**src/design/lhba_pkg.sv**
```systemverilog
package lhba_pkg;

   localparam int BUCKETS_PER_SEGMENT = 32;
   localparam int MAX_BUCKETS = 65536;
   localparam int QUEUE_DEPTH = 4;

   localparam logic [20:0] HASH_MOD = 21'd1048583;
   localparam logic [19:0] COUNT_MAX = 20'hFFFFF;
   localparam logic [11:0] SEG_MAX = 12'hFFF;

   // Residues of 2^20, 2^40 and 2^60 modulo the hash prime are -7, 49 and -343.
   localparam logic [26:0] RES_20 = 27'd7;
   localparam logic [26:0] RES_40 = 27'd49;
   localparam logic [26:0] RES_60 = 27'd343;

   localparam logic [7:0] CHAR_LOWER_A = 8'h61;
   localparam logic [7:0] CHAR_LOWER_Z = 8'h7A;
   localparam logic [7:0] CASE_OFFSET = 8'h20;

   typedef enum logic [1:0] {
      CMD_BYTE   = 2'd0,
      CMD_INSERT = 2'd1,
      CMD_REMOVE = 2'd2
   } cmd_type;

   typedef struct packed {
      logic        is_key;
      logic [15:0] tmask;
      logic [14:0] sp;
      logic        split_now;
      logic [14:0] split_from;
      logic [15:0] split_to;
      logic [15:0] split_mask;
      logic [19:0] key_count;
   } ctl_type;

   typedef struct packed {
      ctl_type     ctl;
      logic [63:0] hash;
   } entry_type;

   typedef struct packed {
      logic empty;
      logic full;
   } qstat_type;

endpackage

```
**src/design/lhba_front.sv**
```systemverilog
module lhba_front import lhba_pkg::*; (
   input  logic        clock,
   input  logic        reset,
   input  logic        req_valid,
   input  logic [1:0]  req_command,
   input  logic [7:0]  req_key_byte,
   input  logic        req_last,
   output logic        req_stall,
   input  qstat_type   q_stat,
   output logic        push,
   output entry_type   push_entry
);

   logic [63:0] hash_ff, hash_in;
   logic        ended_ff, ended_in;
   logic [14:0] sp_ff, sp_in;
   logic [16:0] tsize_ff, tsize_in;
   logic [19:0] keys_ff, keys_in;
   logic [11:0] segs_ff, segs_in;

   logic        accept;
   logic [7:0]  upper;
   logic [63:0] hashed;
   logic [63:0] key_hash;
   logic [19:0] keys_inc;
   logic [16:0] new_addr;
   logic [16:0] sp_plus;
   logic        grow;

   assign req_stall = q_stat.full;
   assign accept = req_valid && !req_stall;

   always_comb begin
      upper = req_key_byte;
      if (req_key_byte >= CHAR_LOWER_A && req_key_byte <= CHAR_LOWER_Z) begin
         upper = req_key_byte - CASE_OFFSET;
      end
      hashed = ((hash_ff << 5) + (hash_ff << 2) + hash_ff) ^ 64'(upper);
      key_hash = (req_key_byte == 8'd0 || ended_ff) ? hash_ff : hashed;
      keys_inc = (keys_ff < COUNT_MAX) ? keys_ff + 20'd1 : keys_ff;
      new_addr = tsize_ff + 17'(sp_ff);
      sp_plus = 17'(sp_ff) + 17'd1;
      grow = (32'(keys_inc) >= 32'(segs_ff) * BUCKETS_PER_SEGMENT) &&
             (32'(new_addr) < MAX_BUCKETS);
   end

   always_comb begin
      hash_in = hash_ff;
      ended_in = ended_ff;
      sp_in = sp_ff;
      tsize_in = tsize_ff;
      keys_in = keys_ff;
      segs_in = segs_ff;
      push = 1'b0;
      push_entry = '0;
      if (accept) begin
         case (cmd_type'(req_command))
            CMD_BYTE: begin
               if (req_key_byte == 8'd0) begin
                  ended_in = 1'b1;
               end else if (!ended_ff) begin
                  hash_in = hashed;
               end
               if (req_last) begin
                  push = 1'b1;
                  push_entry.hash = key_hash;
                  push_entry.ctl.is_key = 1'b1;
                  push_entry.ctl.tmask = 16'(tsize_ff - 17'd1);
                  push_entry.ctl.sp = sp_ff;
                  push_entry.ctl.key_count = keys_ff;
                  hash_in = '0;
                  ended_in = 1'b0;
               end
            end
            CMD_REMOVE: begin
               if (keys_ff != 20'd0) begin
                  keys_in = keys_ff - 20'd1;
               end
               push = 1'b1;
               push_entry.ctl.key_count = keys_in;
            end
            CMD_INSERT: begin
               keys_in = keys_inc;
               push = 1'b1;
               push_entry.ctl.key_count = keys_inc;
               if (grow) begin
                  push_entry.ctl.split_now = 1'b1;
                  push_entry.ctl.split_from = sp_ff;
                  push_entry.ctl.split_to = new_addr[15:0];
                  push_entry.ctl.split_mask = 16'((32'(tsize_ff) << 1) - 32'd1);
                  if ((32'(new_addr) % BUCKETS_PER_SEGMENT) == 0 && segs_ff < SEG_MAX) begin
                     segs_in = segs_ff + 12'd1;
                  end
                  if (sp_plus == tsize_ff) begin
                     tsize_in = tsize_ff << 1;
                     sp_in = '0;
                  end else begin
                     sp_in = sp_plus[14:0];
                  end
               end
            end
            default: begin
            end
         endcase
      end
   end

   always_ff @(posedge clock) begin
      if (reset) begin
         hash_ff <= '0;
         ended_ff <= 1'b0;
         sp_ff <= '0;
         tsize_ff <= 17'(BUCKETS_PER_SEGMENT);
         keys_ff <= '0;
         segs_ff <= 12'd1;
      end else begin
         hash_ff <= hash_in;
         ended_ff <= ended_in;
         sp_ff <= sp_in;
         tsize_ff <= tsize_in;
         keys_ff <= keys_in;
         segs_ff <= segs_in;
      end
   end

endmodule

```
**src/design/lhba_queue.sv**
```systemverilog
module lhba_queue import lhba_pkg::*; (
   input  logic      clock,
   input  logic      reset,
   input  logic      push,
   input  entry_type push_entry,
   input  logic      pop,
   output entry_type head_entry,
   output qstat_type q_stat
);

   localparam int PtrW = $clog2(QUEUE_DEPTH);
   localparam int CntW = $clog2(QUEUE_DEPTH + 1);

   entry_type           slots_ff [QUEUE_DEPTH];
   logic [PtrW-1:0]     wr_ff, wr_in;
   logic [PtrW-1:0]     rd_ff, rd_in;
   logic [CntW-1:0]     cnt_ff, cnt_in;
   logic                do_push;
   logic                do_pop;

   assign q_stat.empty = (cnt_ff == '0);
   assign q_stat.full = (cnt_ff == CntW'(QUEUE_DEPTH));
   assign do_push = push && !q_stat.full;
   assign do_pop = pop && !q_stat.empty;
   assign head_entry = slots_ff[rd_ff];

   always_comb begin
      wr_in = wr_ff;
      rd_in = rd_ff;
      cnt_in = cnt_ff;
      if (do_push) begin
         wr_in = (wr_ff == PtrW'(QUEUE_DEPTH - 1)) ? '0 : wr_ff + PtrW'(1);
      end
      if (do_pop) begin
         rd_in = (rd_ff == PtrW'(QUEUE_DEPTH - 1)) ? '0 : rd_ff + PtrW'(1);
      end
      if (do_push && !do_pop) begin
         cnt_in = cnt_ff + CntW'(1);
      end else if (do_pop && !do_push) begin
         cnt_in = cnt_ff - CntW'(1);
      end
   end

   always_ff @(posedge clock) begin
      if (reset) begin
         wr_ff <= '0;
         rd_ff <= '0;
         cnt_ff <= '0;
      end else begin
         wr_ff <= wr_in;
         rd_ff <= rd_in;
         cnt_ff <= cnt_in;
      end
   end

   always_ff @(posedge clock) begin
      if (do_push) begin
         slots_ff[wr_ff] <= push_entry;
      end
   end

endmodule

```
**src/design/lhba_back.sv**
```systemverilog
module lhba_back import lhba_pkg::*; (
   input  logic        clock,
   input  logic        reset,
   input  qstat_type   q_stat,
   input  entry_type   head_entry,
   output logic        pop,
   output logic        rsp_valid,
   input  logic        rsp_stall,
   output logic [15:0] rsp_bucket,
   output logic [20:0] rsp_hash_value,
   output logic        rsp_split_now,
   output logic [14:0] rsp_split_from,
   output logic [15:0] rsp_split_to,
   output logic [15:0] rsp_split_mask,
   output logic [19:0] rsp_key_count
);

   logic        adv;
   logic        s1_v_ff, s2_v_ff, s3_v_ff, out_v_ff;
   ctl_type     s1_ctl_ff, s2_ctl_ff, s3_ctl_ff, out_ctl_ff;
   logic [25:0] s1_val_ff, s1_val_in;
   logic [21:0] s2_val_ff, s2_val_in;
   logic [20:0] s3_val_ff, s3_val_in;
   logic [15:0] bucket_ff, bucket_in;
   logic [20:0] hval_ff;
   logic [15:0] low_bucket;
   logic [26:0] fold;

   assign adv = !out_v_ff || !rsp_stall;
   assign pop = adv && !q_stat.empty;

   always_comb begin
      fold = 27'(head_entry.hash[19:0]) + 27'(head_entry.hash[59:40]) * RES_40 +
             27'(HASH_MOD) * 27'd8 - 27'(head_entry.hash[39:20]) * RES_20 -
             27'(head_entry.hash[63:60]) * RES_60;
      s1_val_in = fold[25:0];
      s2_val_in = 22'(s1_val_ff[19:0]) + 22'(HASH_MOD) - 22'(s1_val_ff[25:20]) * 22'd7;
      s3_val_in = (s2_val_ff >= 22'(HASH_MOD)) ? 21'(s2_val_ff - 22'(HASH_MOD))
                                              : s2_val_ff[20:0];
      low_bucket = s3_val_ff[15:0] & s3_ctl_ff.tmask;
      bucket_in = low_bucket;
      if (low_bucket < 16'(s3_ctl_ff.sp)) begin
         bucket_in = s3_val_ff[15:0] & {s3_ctl_ff.tmask[14:0], 1'b1};
      end
   end

   always_ff @(posedge clock) begin
      if (reset) begin
         s1_v_ff <= 1'b0;
         s2_v_ff <= 1'b0;
         s3_v_ff <= 1'b0;
         out_v_ff <= 1'b0;
      end else if (adv) begin
         s1_v_ff <= pop;
         s2_v_ff <= s1_v_ff;
         s3_v_ff <= s2_v_ff;
         out_v_ff <= s3_v_ff;
      end
   end

   always_ff @(posedge clock) begin
      if (adv) begin
         s1_ctl_ff <= head_entry.ctl;
         s1_val_ff <= s1_val_in;
         s2_ctl_ff <= s1_ctl_ff;
         s2_val_ff <= s2_val_in;
         s3_ctl_ff <= s2_ctl_ff;
         s3_val_ff <= s3_val_in;
         out_ctl_ff <= s3_ctl_ff;
         bucket_ff <= s3_ctl_ff.is_key ? bucket_in : '0;
         hval_ff <= s3_ctl_ff.is_key ? s3_val_ff : '0;
      end
   end

   assign rsp_valid = out_v_ff;
   assign rsp_bucket = bucket_ff;
   assign rsp_hash_value = hval_ff;
   assign rsp_split_now = out_ctl_ff.split_now;
   assign rsp_split_from = out_ctl_ff.split_from;
   assign rsp_split_to = out_ctl_ff.split_to;
   assign rsp_split_mask = out_ctl_ff.split_mask;
   assign rsp_key_count = out_ctl_ff.key_count;

endmodule

```
**src/design/linear_hash_bucket_addresser.sv**
```systemverilog
// Path: after its item transfers, a result passes through the queue, the stage
// registers s1, s2 and s3 and the output register; result stalls hold it there.
// Throughput: one item per cycle when not stalled, set by the front's running hash update.
// Reset is synchronous: the hash, split pointer and key count clear, the table size
// returns to 32 and the segment count to one, and the queue and pipeline empty.
module linear_hash_bucket_addresser import lhba_pkg::*; (
   input  logic        clock,
   input  logic        reset,
   input  logic        req_valid,
   output logic        req_stall,
   input  logic [1:0]  req_command,
   input  logic [7:0]  req_key_byte,
   input  logic        req_last,
   output logic        rsp_valid,
   input  logic        rsp_stall,
   output logic [15:0] rsp_bucket,
   output logic [20:0] rsp_hash_value,
   output logic        rsp_split_now,
   output logic [14:0] rsp_split_from,
   output logic [15:0] rsp_split_to,
   output logic [15:0] rsp_split_mask,
   output logic [19:0] rsp_key_count
);

   qstat_type q_stat;
   logic      push;
   logic      pop;
   entry_type push_entry;
   entry_type head_entry;

   lhba_front u_front (
      .clock(clock),
      .reset(reset),
      .req_valid(req_valid),
      .req_command(req_command),
      .req_key_byte(req_key_byte),
      .req_last(req_last),
      .req_stall(req_stall),
      .q_stat(q_stat),
      .push(push),
      .push_entry(push_entry)
   );

   lhba_queue u_queue (
      .clock(clock),
      .reset(reset),
      .push(push),
      .push_entry(push_entry),
      .pop(pop),
      .head_entry(head_entry),
      .q_stat(q_stat)
   );

   lhba_back u_back (
      .clock(clock),
      .reset(reset),
      .q_stat(q_stat),
      .head_entry(head_entry),
      .pop(pop),
      .rsp_valid(rsp_valid),
      .rsp_stall(rsp_stall),
      .rsp_bucket(rsp_bucket),
      .rsp_hash_value(rsp_hash_value),
      .rsp_split_now(rsp_split_now),
      .rsp_split_from(rsp_split_from),
      .rsp_split_to(rsp_split_to),
      .rsp_split_mask(rsp_split_mask),
      .rsp_key_count(rsp_key_count)
   );

   a_split_has_no_key : assert property (@(posedge clock) disable iff (reset)
      rsp_valid && rsp_split_now |-> rsp_bucket == '0 && rsp_hash_value == '0 &&
                                     rsp_split_mask[0] && rsp_split_to <= rsp_split_mask)
      else $error("split result carries key fields or a bad mask");

   a_hash_reduced : assert property (@(posedge clock) disable iff (reset)
      rsp_valid |-> rsp_hash_value < HASH_MOD)
      else $error("hash value not reduced");

   a_stall_needs_backlog : assert property (@(posedge clock) disable iff (reset)
      req_stall |-> !q_stat.empty)
      else $error("input stalled with an empty queue");

endmodule

```
**config.mk**
```make
export PLATFORM = sky130hd
export DESIGN_NAME = linear_hash_bucket_addresser
export DESIGN_NICKNAME = d
export VERILOG_FILES = /design/src/design/lhba_pkg.sv /design/src/design/lhba_front.sv /design/src/design/lhba_queue.sv /design/src/design/lhba_back.sv /design/src/design/linear_hash_bucket_addresser.sv
export SDC_FILE = /design/constraint.sdc
export NUM_CORES = 2
export LEC_CHECK = 0
export BUFFER_PORTS_ARGS = -buffer_cell sky130_fd_sc_hd__buf_2
export CAP_MARGIN = 20
export CORE_ASPECT_RATIO = 0.8
export CORE_MARGIN = 2
export CORE_UTILIZATION = 29
export DETAILED_ROUTE_END_ITERATION = 10
export SLEW_MARGIN = 20
export SYNTH_ARGS = -nofsm -noshare
export SYNTH_HDL_FRONTEND = slang
export SYNTH_SLANG_ARGS = --single-unit
```
**constraint.sdc**
```tcl
create_clock -name clock -period 28.1 [get_ports clock]
set_input_delay 8.43 -clock clock [delete_from_list [all_inputs] [get_ports clock]]
set_output_delay 8.43 -clock clock [all_outputs]
set_load 0.02 [all_outputs]
```
== Yosys cells after proc, flatten, opt, wreduce, memory -nomap -nowiden ==
Memories as Yosys holds them, arrays and structs flattened. A register that Yosys moved wholly into a read port is not among the register bits.
Cells that the tools add are included.

* Bitwise logic cells: 3
* Multipliers: 4
* Order comparisons: 8
* Reductions and logical operators: 32
* $add $sub $neg: 21
* Eq/ne operators: 8
* Muxes and demuxes: 32

{| class="wikitable"
|+ Operators with widths
! operator !! number
|-
| 2-to-1 mux 64 bit || 5
|-
| 2-to-1 mux 164 bit || 1
|-
| adder 64 bit || 2
|-
| 2-to-1 mux 48 bit || 2
|-
| 2-to-1 mux 84 bit || 1
|-
| 2-to-1 mux 32 bit || 2
|-
| XOR 64 x 8 -> 64 bit || 1
|-
| case mux 20 bit (3 select lines) || 1
|-
| 2-to-1 mux 20 bit || 2
|-
| case mux 20 bit (2 select lines) || 1
|-
| AND 16 bit || 2
|-
| zero test 32 bit || 1
|-
| subtractor 16 x 1 -> 16 bit, second input constant || 2
|-
| adder 20 x 26 -> 26 bit || 1
|-
| adder 26 x 24 -> 26 bit, second input constant || 1
|-
| multiplier 20 x 6 -> 26 bit, second input constant || 1
|-
| subtractor 26 x 13 -> 26 bit || 1
|-
| subtractor 26 x 23 -> 26 bit || 1
|-
| multiplier 20 x 3 -> 23 bit, second input constant || 1
|-
| adder 20 x 21 -> 22 bit, second input constant || 1
|-
| greater-or-equal comparator 22 x 21 -> 1 bit, second input constant || 1
|-
| subtractor 22 x 9 -> 22 bit || 1
|-
| 2-to-1 mux 21 bit || 1
|-
| subtractor 21 bit, second input constant || 1
|-
| 42 further kinds || 74
|}

* Word-level logic and storage cells: 156
* RAM bits: 656
* Memories kept: 1
* Output and inout port bits: 107
* Flip-flop bits (word level): 609

{| class="wikitable"
|+ Memory list
! memory !! words !! width !! read ports !! clocked after memory_dff !! wr ports !! line !! source
|-
| u_queue.slots_ff || 4 || 164 || 1 || 1 || 1 || lhba_queue.sv:14 || <nowiki>entry_type slots_ff [QUEUE_DEPTH];</nowiki>
|}

== Longest topological paths before layout ==
* Depth after elaboration: 9
* Gate-level depth with buffers: 31

== Cells and area by module ==
From an unflattened synthesis, not the netlist that was laid out.

* Cells, all modules: 4,270
* Area, all modules: 60,834.6 sq um

{| class="wikitable"
|+ Modules (own cells, without submodules)
! module !! instances !! seq. area each (sq um) !! cells each !! area each (sq um)
|-
| lhba_queue || 1 || 19,879.1 || 906 || 24,106.9
|-
| lhba_back || 1 || 14,313.7 || 1,412 || 22,584.2
|-
| lhba_front || 1 || 2,482.4 || 1,952 || 14,143.6
|}

== Least setup slack after synthesis ==
Ideal clock, no wire load.

* Path type: in2reg
* Start point: in rsp_stall
* End point: reg u_queue.cnt_ff[2]
* Path buffers: 0
* Cell stages on the path: 8
* Arrival time: 20.407 ns
* Setup slack: 7.622 ns
* Setup time: 0.070 ns
* Required time: 28.030 ns
* Cells stage by stage: nand2_1 > o31ai_1 > ha_1 > inv_1 > fa_1 > xor2_1 > or3_1 > a21oi_1

* Cells in the longest elaborated chain, start to end: 7
* Elaborated cells on any way between the ends: 9
* Those cells by class: 1 x mux; 8 x reduce/logical

{| class="wikitable"
|+ RTL lines
! item !! line !! source
|-
| start: declaration || linear_hash_bucket_addresser.sv:15 || <nowiki>input logic rsp_stall,</nowiki>
|-
| zero test 1 bit * || lhba_back.sv:29 || <nowiki>assign adv = !out_v_ff || !rsp_stall;</nowiki>
|-
| logical OR 1 bit * || lhba_back.sv:29 ||
|-
| logical AND 1 bit * || lhba_back.sv:30 || <nowiki>assign pop = adv && !q_stat.empty;</nowiki>
|-
| logical AND 1 bit * || lhba_queue.sv:24 || <nowiki>assign do_pop = pop && !q_stat.empty;</nowiki>
|-
| zero test 1 bit || lhba_queue.sv:37 || <nowiki>if (do_push && !do_pop) begin</nowiki>
|-
| logical AND 1 bit || lhba_queue.sv:37 ||
|-
| 2-to-1 mux 3 bit / nonzero test 2 bit (equally long branches) || n/a ||
|-
| end signal: assignment || lhba_queue.sv:52 || <nowiki>cnt_ff <= cnt_in;</nowiki>
|-
| end: declaration || lhba_queue.sv:17 || <nowiki>logic [CntW-1:0] cnt_ff, cnt_in;</nowiki>
|}

Mark *: on every way between the ends. The rest lies on a longest branch, timed or not.
A chain may end at the register's enable or synchronous reset.

== Final worst setup path ==
* Start point: in req_command[0]
* End point: mem u_queue.slots_ff[1][12] in the netlist's numbering, enable pin

* Cells in the longest elaborated chain, start to end: 7
* Elaborated cells on any way between the ends: 9
* Those cells by class: 2 x eq/ne; 4 x mux; 3 x reduce/logical

{| class="wikitable"
|+ RTL lines
! item !! line !! source
|-
| start: declaration || linear_hash_bucket_addresser.sv:11 || <nowiki>input logic [1:0] req_command,</nowiki>
|-
| equality test 2 bit / equality test 2 x 1 -> 1 bit (equally long branches) || lhba_front.sv:57 || <nowiki>case (cmd_type'(req_command))</nowiki>
|-
| OR reduction 2 bit (no source line) || n/a ||
|-
| case mux 1 bit (2 select lines) * || lhba_front.sv:57 ||
|-
| 2-to-1 mux 1 bit * || lhba_front.sv:56 || <nowiki>if (accept) begin</nowiki>
|-
| logical AND 1 bit * || lhba_queue.sv:23 || <nowiki>assign do_push = push && !q_stat.full;</nowiki>
|-
| via u_queue.do_push || lhba_queue.sv:18 || <nowiki>logic do_push;</nowiki>
|-
| 2-to-1 mux 1 bit * || lhba_queue.sv:57 || <nowiki>if (do_push) begin</nowiki>
|-
| 2-to-1 mux 1 bit (not written as such) * || lhba_queue.sv:58 || <nowiki>slots_ff[wr_ff] <= push_entry;</nowiki>
|-
| end: declaration || lhba_queue.sv:14 ||
|}

Mark *: on every way through the listed nets, which the timed path passes. The rest lies on a longest branch.

==> summary.txt <==
Critical path
  – Top cell by count, worst path: buf_4
  – CP top delay family: buffers and inverters
  – Crit path kind: in -> reg
  – Crit-path max cell delay: about 0.90 ns
  – CP required: 28.46 ns
  – Arr. time, crit path: about 12 ns
  – Max FO, Critical Path: around 70
  – Setup crit end kind: flip-flop
  – Buf+Inv Stages, Crit Path: 5
  – Startpoint type of the worst setup path: input port
  – Cells along the critical path: buf_2, inv_1, ha_1, and2_1, buf_4, nand2_2, buf_4, a21oi_1, and2_4, buf_4
  – CP max-delay cell: and2_4
  – CP Launch Point: req_command[0]

Floorplanning
  – Die area: roughly 200000 um^2
  – Die span in x: 495 um
  – IO Pins: around 120
  – Core ar.: 192000 um^2
  – Initial Utilization: just under 30%
  – Rows: roughly 140
  – Die Ht: just under 400 um

Detailed routing
  – Final wirelength: approximately 120 mm
  – Starting DRT DRC Count: roughly 2500
  – Routed length per instance: roughly 18 um
  – DRC viols: 0
  – Vias: roughly 32000
  – Router iterations before antenna repair: 7
  – Via/cell ratio: between 4 and 5
  – Post-route ant nets: 0

STA
  – Tmin final: approximately 12 ns
  – RSZ-0062 raised after global routing: no
  – Worst-Margin Slew: between 1 and 1.5 ns
  – Clock Skews: approximately 0.06 ns
  – Post-route clock period utilization: a little over two fifths
  – Final Worst Setup Slack: roughly 16 ns
  – Setup_tns: 0 ns
  – Pins over their slew limit: 0
  – Hold Fails Final Rpt: 0
  – Final setup vio count: 0
  – Normalized max-slew margin: slightly below 30%
  – Fmax: roughly 84 MHz

CTS
  – Post-CTS setup repair buffer count: 0
  – H-tree levels: 3
  – Root Driver: clkbuf_16
  – Hold-fix buffers, CTS: 0
  – PostCTS Resize Cnt: 0
  – Worst-path clk slew: about 0.060 ns
  – CTS tree: built
  – TritonCTS Buffers: 110
  – Clock sink total: around 1100
  – Clock Path Buffers: 3
  – Later-pin clock latency in the skew report: between 0.7 and 0.8 ns

Global route
  – GR Overflow Total: 0
  – Total track usage: about 12%
  – Initial antenna violation count: 2
  – Vias in the first global route: between 30000 and 40000
  – Largest net degree at the start of global routing: roughly 150
  – First-pass GRT wire length: about 190 mm

Placed design
  – DP HPWL: about 84 mm
  – GP Congestion: 0.865
  – Placed Cells: ~6500
  – Place WS: about 15 ns
  – PortBufs: 121

Synthesis
  – Register bit total from synthesis: roughly 1100
  – Post-Syn Area per Cell: 13.9 um^2
  – Yosys cell types: 83
  – Sequential share of the synthesized area: approximately three fifths
  – Syn nets: between 4000 and 5000
  – Largest cells by area after synthesis: edfxtp_1, fa_1, mux4_2
  – Top FF cell, synth: edfxtp_1
  – Mux contribution to synthesized area: 6.51%
  – Cell area after synthesis: 55900 um^2
  – EDFF count, synth: between 1000 and 1500
  – Synth top cells by count: edfxtp_1, inv_1, ha_1, nor2_1, nand2_1
  – Simple-Gate Fraction of Synth Area: just under 8%
  – Cells after synthesis: between 4000 and 5000
  – Post-synthesis adder-cell area fraction: 12.9%
  – Largest family of logic cells by synthesized area: adder cells
  – Ys async rst share: 0%
  – Most frequent cell after synthesis: edfxtp_1
  – Synth Area in Compound Gates: 6.90%
  – Post-Synth XOR/XNOR Area: around 3.1%
  – Yosys top cell area share: a little over half
  – Yosys top cell by area: edfxtp_1
  – Synth Warn #: 0

Finish
  – Final nets: around 4600
  – Layout cells sized above 1: about 12%
  – Post-route insts no fill: between 6000 and 7000
  – # fillers: between 15000 and 20000
  – Synthesis-to-finish area growth: 12.7%
  – Layout Utilization: approximately a third

Run status
  – Status: complete, no violations

Hold path
  – Worst Min Path Start: u_back.s1_ctl_ff[58]
  – Class of the worst hold path: reg -> reg

Job
  – Max Cap Viol: 0
-- worst paths after layout --
kind / end / slack, ns / cells past startpoint
max: u_queue.slots_ff[1][12] / 16.17 / 10
min: u_back.s2_ctl_ff[58] / 0.38 / 0
min reg2reg: u_back.s2_ctl_ff[58] / 0.38 / 0
max reg2reg: u_back.s1_val_ff[24] / 19.84 / 25
-- per-stage QoR --
stage                     area [um^2]  hold WS, ns
after floorplan                 55900        0.400
after global placement          59300        0.401
after detailed placement        59300        0.405
after CTS                       63000        0.362
after global routing            63000        0.372
final                           63000        0.376
-- metal layers --
layer	global-route usage, %	vias to the layer above	wire length, um
met2	18.2	715	53300
met5	0	-	0
li1	-	14800	-
met3	2.17	143	6000
met1	18.6	15900	60100
met4	2.74	0	2230
-- logic make-up after synthesis --
group	Yosys count
flip-flops	1144
AND/OR/NAND/NOR	913
AO/OA/AOI/OAI	606
buffers and inverters	509
adder cells (fa/ha/maj)	460
XOR/XNOR	199
multiplexers	179
-- sequential cells by signal (all words and copies together), names as in the netlist, 2 cells and up, named ones only --
name                   count
u_queue.slots_ff         592
u_queue.rd_ff              2
u_queue.cnt_ff             3
u_back.s3_ctl_ff          84
u_queue.wr_ff              2
u_front.keys_ff           20
u_back.rsp_hash_value     21
u_back.rsp_bucket         16
u_front.tsize_ff          12
u_back.s3_val_ff          21
u_back.rsp_split_to       16
u_front.segs_ff           12
u_back.s2_ctl_ff          84
u_back.s1_ctl_ff          84
u_back.rsp_split_mask     11
u_front.sp_ff             15
u_back.rsp_key_count      20
u_front.hash_ff           64
u_back.s2_val_ff          22
u_back.s1_val_ff          26
u_back.rsp_split_from     10
-- layout by cell type, fill, tap and decap left out, types with 25 or more instances in the layout --
master     Yosys  final
a21o_1        54     54
a21oi_1      234    233
a22oi_1       33     33
and2_1        62     58
and3_1        29     29
buf_2         21    120
buf_4         12     33
clkbuf_16      0    111
dfxtp_1      137    135
edfxtp_1    1007   1007
fa_1         197    197
ha_1         263    263
inv_1        327    327
mux2i_1       27     27
mux4_2       147    147
nand2_1      249    247
nand2b_1      25     25
nand3_1       60     60
nand4_1       30     30
nor2_1       263    263
nor2b_1       33     32
nor3_1        56     55
o21ai_0       93     93
o21bai_1      28     27
or3_1         27     27
xnor2_1      132    132
xor2_1        67     67
-- area by class of cell --
cell class	instances	area (um^2)	share of cell area [%]
flip-flops and latches	1144	33000	52.4
well taps	2555	3200	5.08
multi-input cells	2357	21000	33.3
repair buffers	155	888	1.41
clock buffers	139	2930	4.66
inverters	328	1230	1.95
diodes	1	2.50	0.00397
clock inverters	66	791	1.26
Power is left out: the tool's default activity adds up to more than one toggle a clock period on the data nets, which glitch-free logic cannot reach.
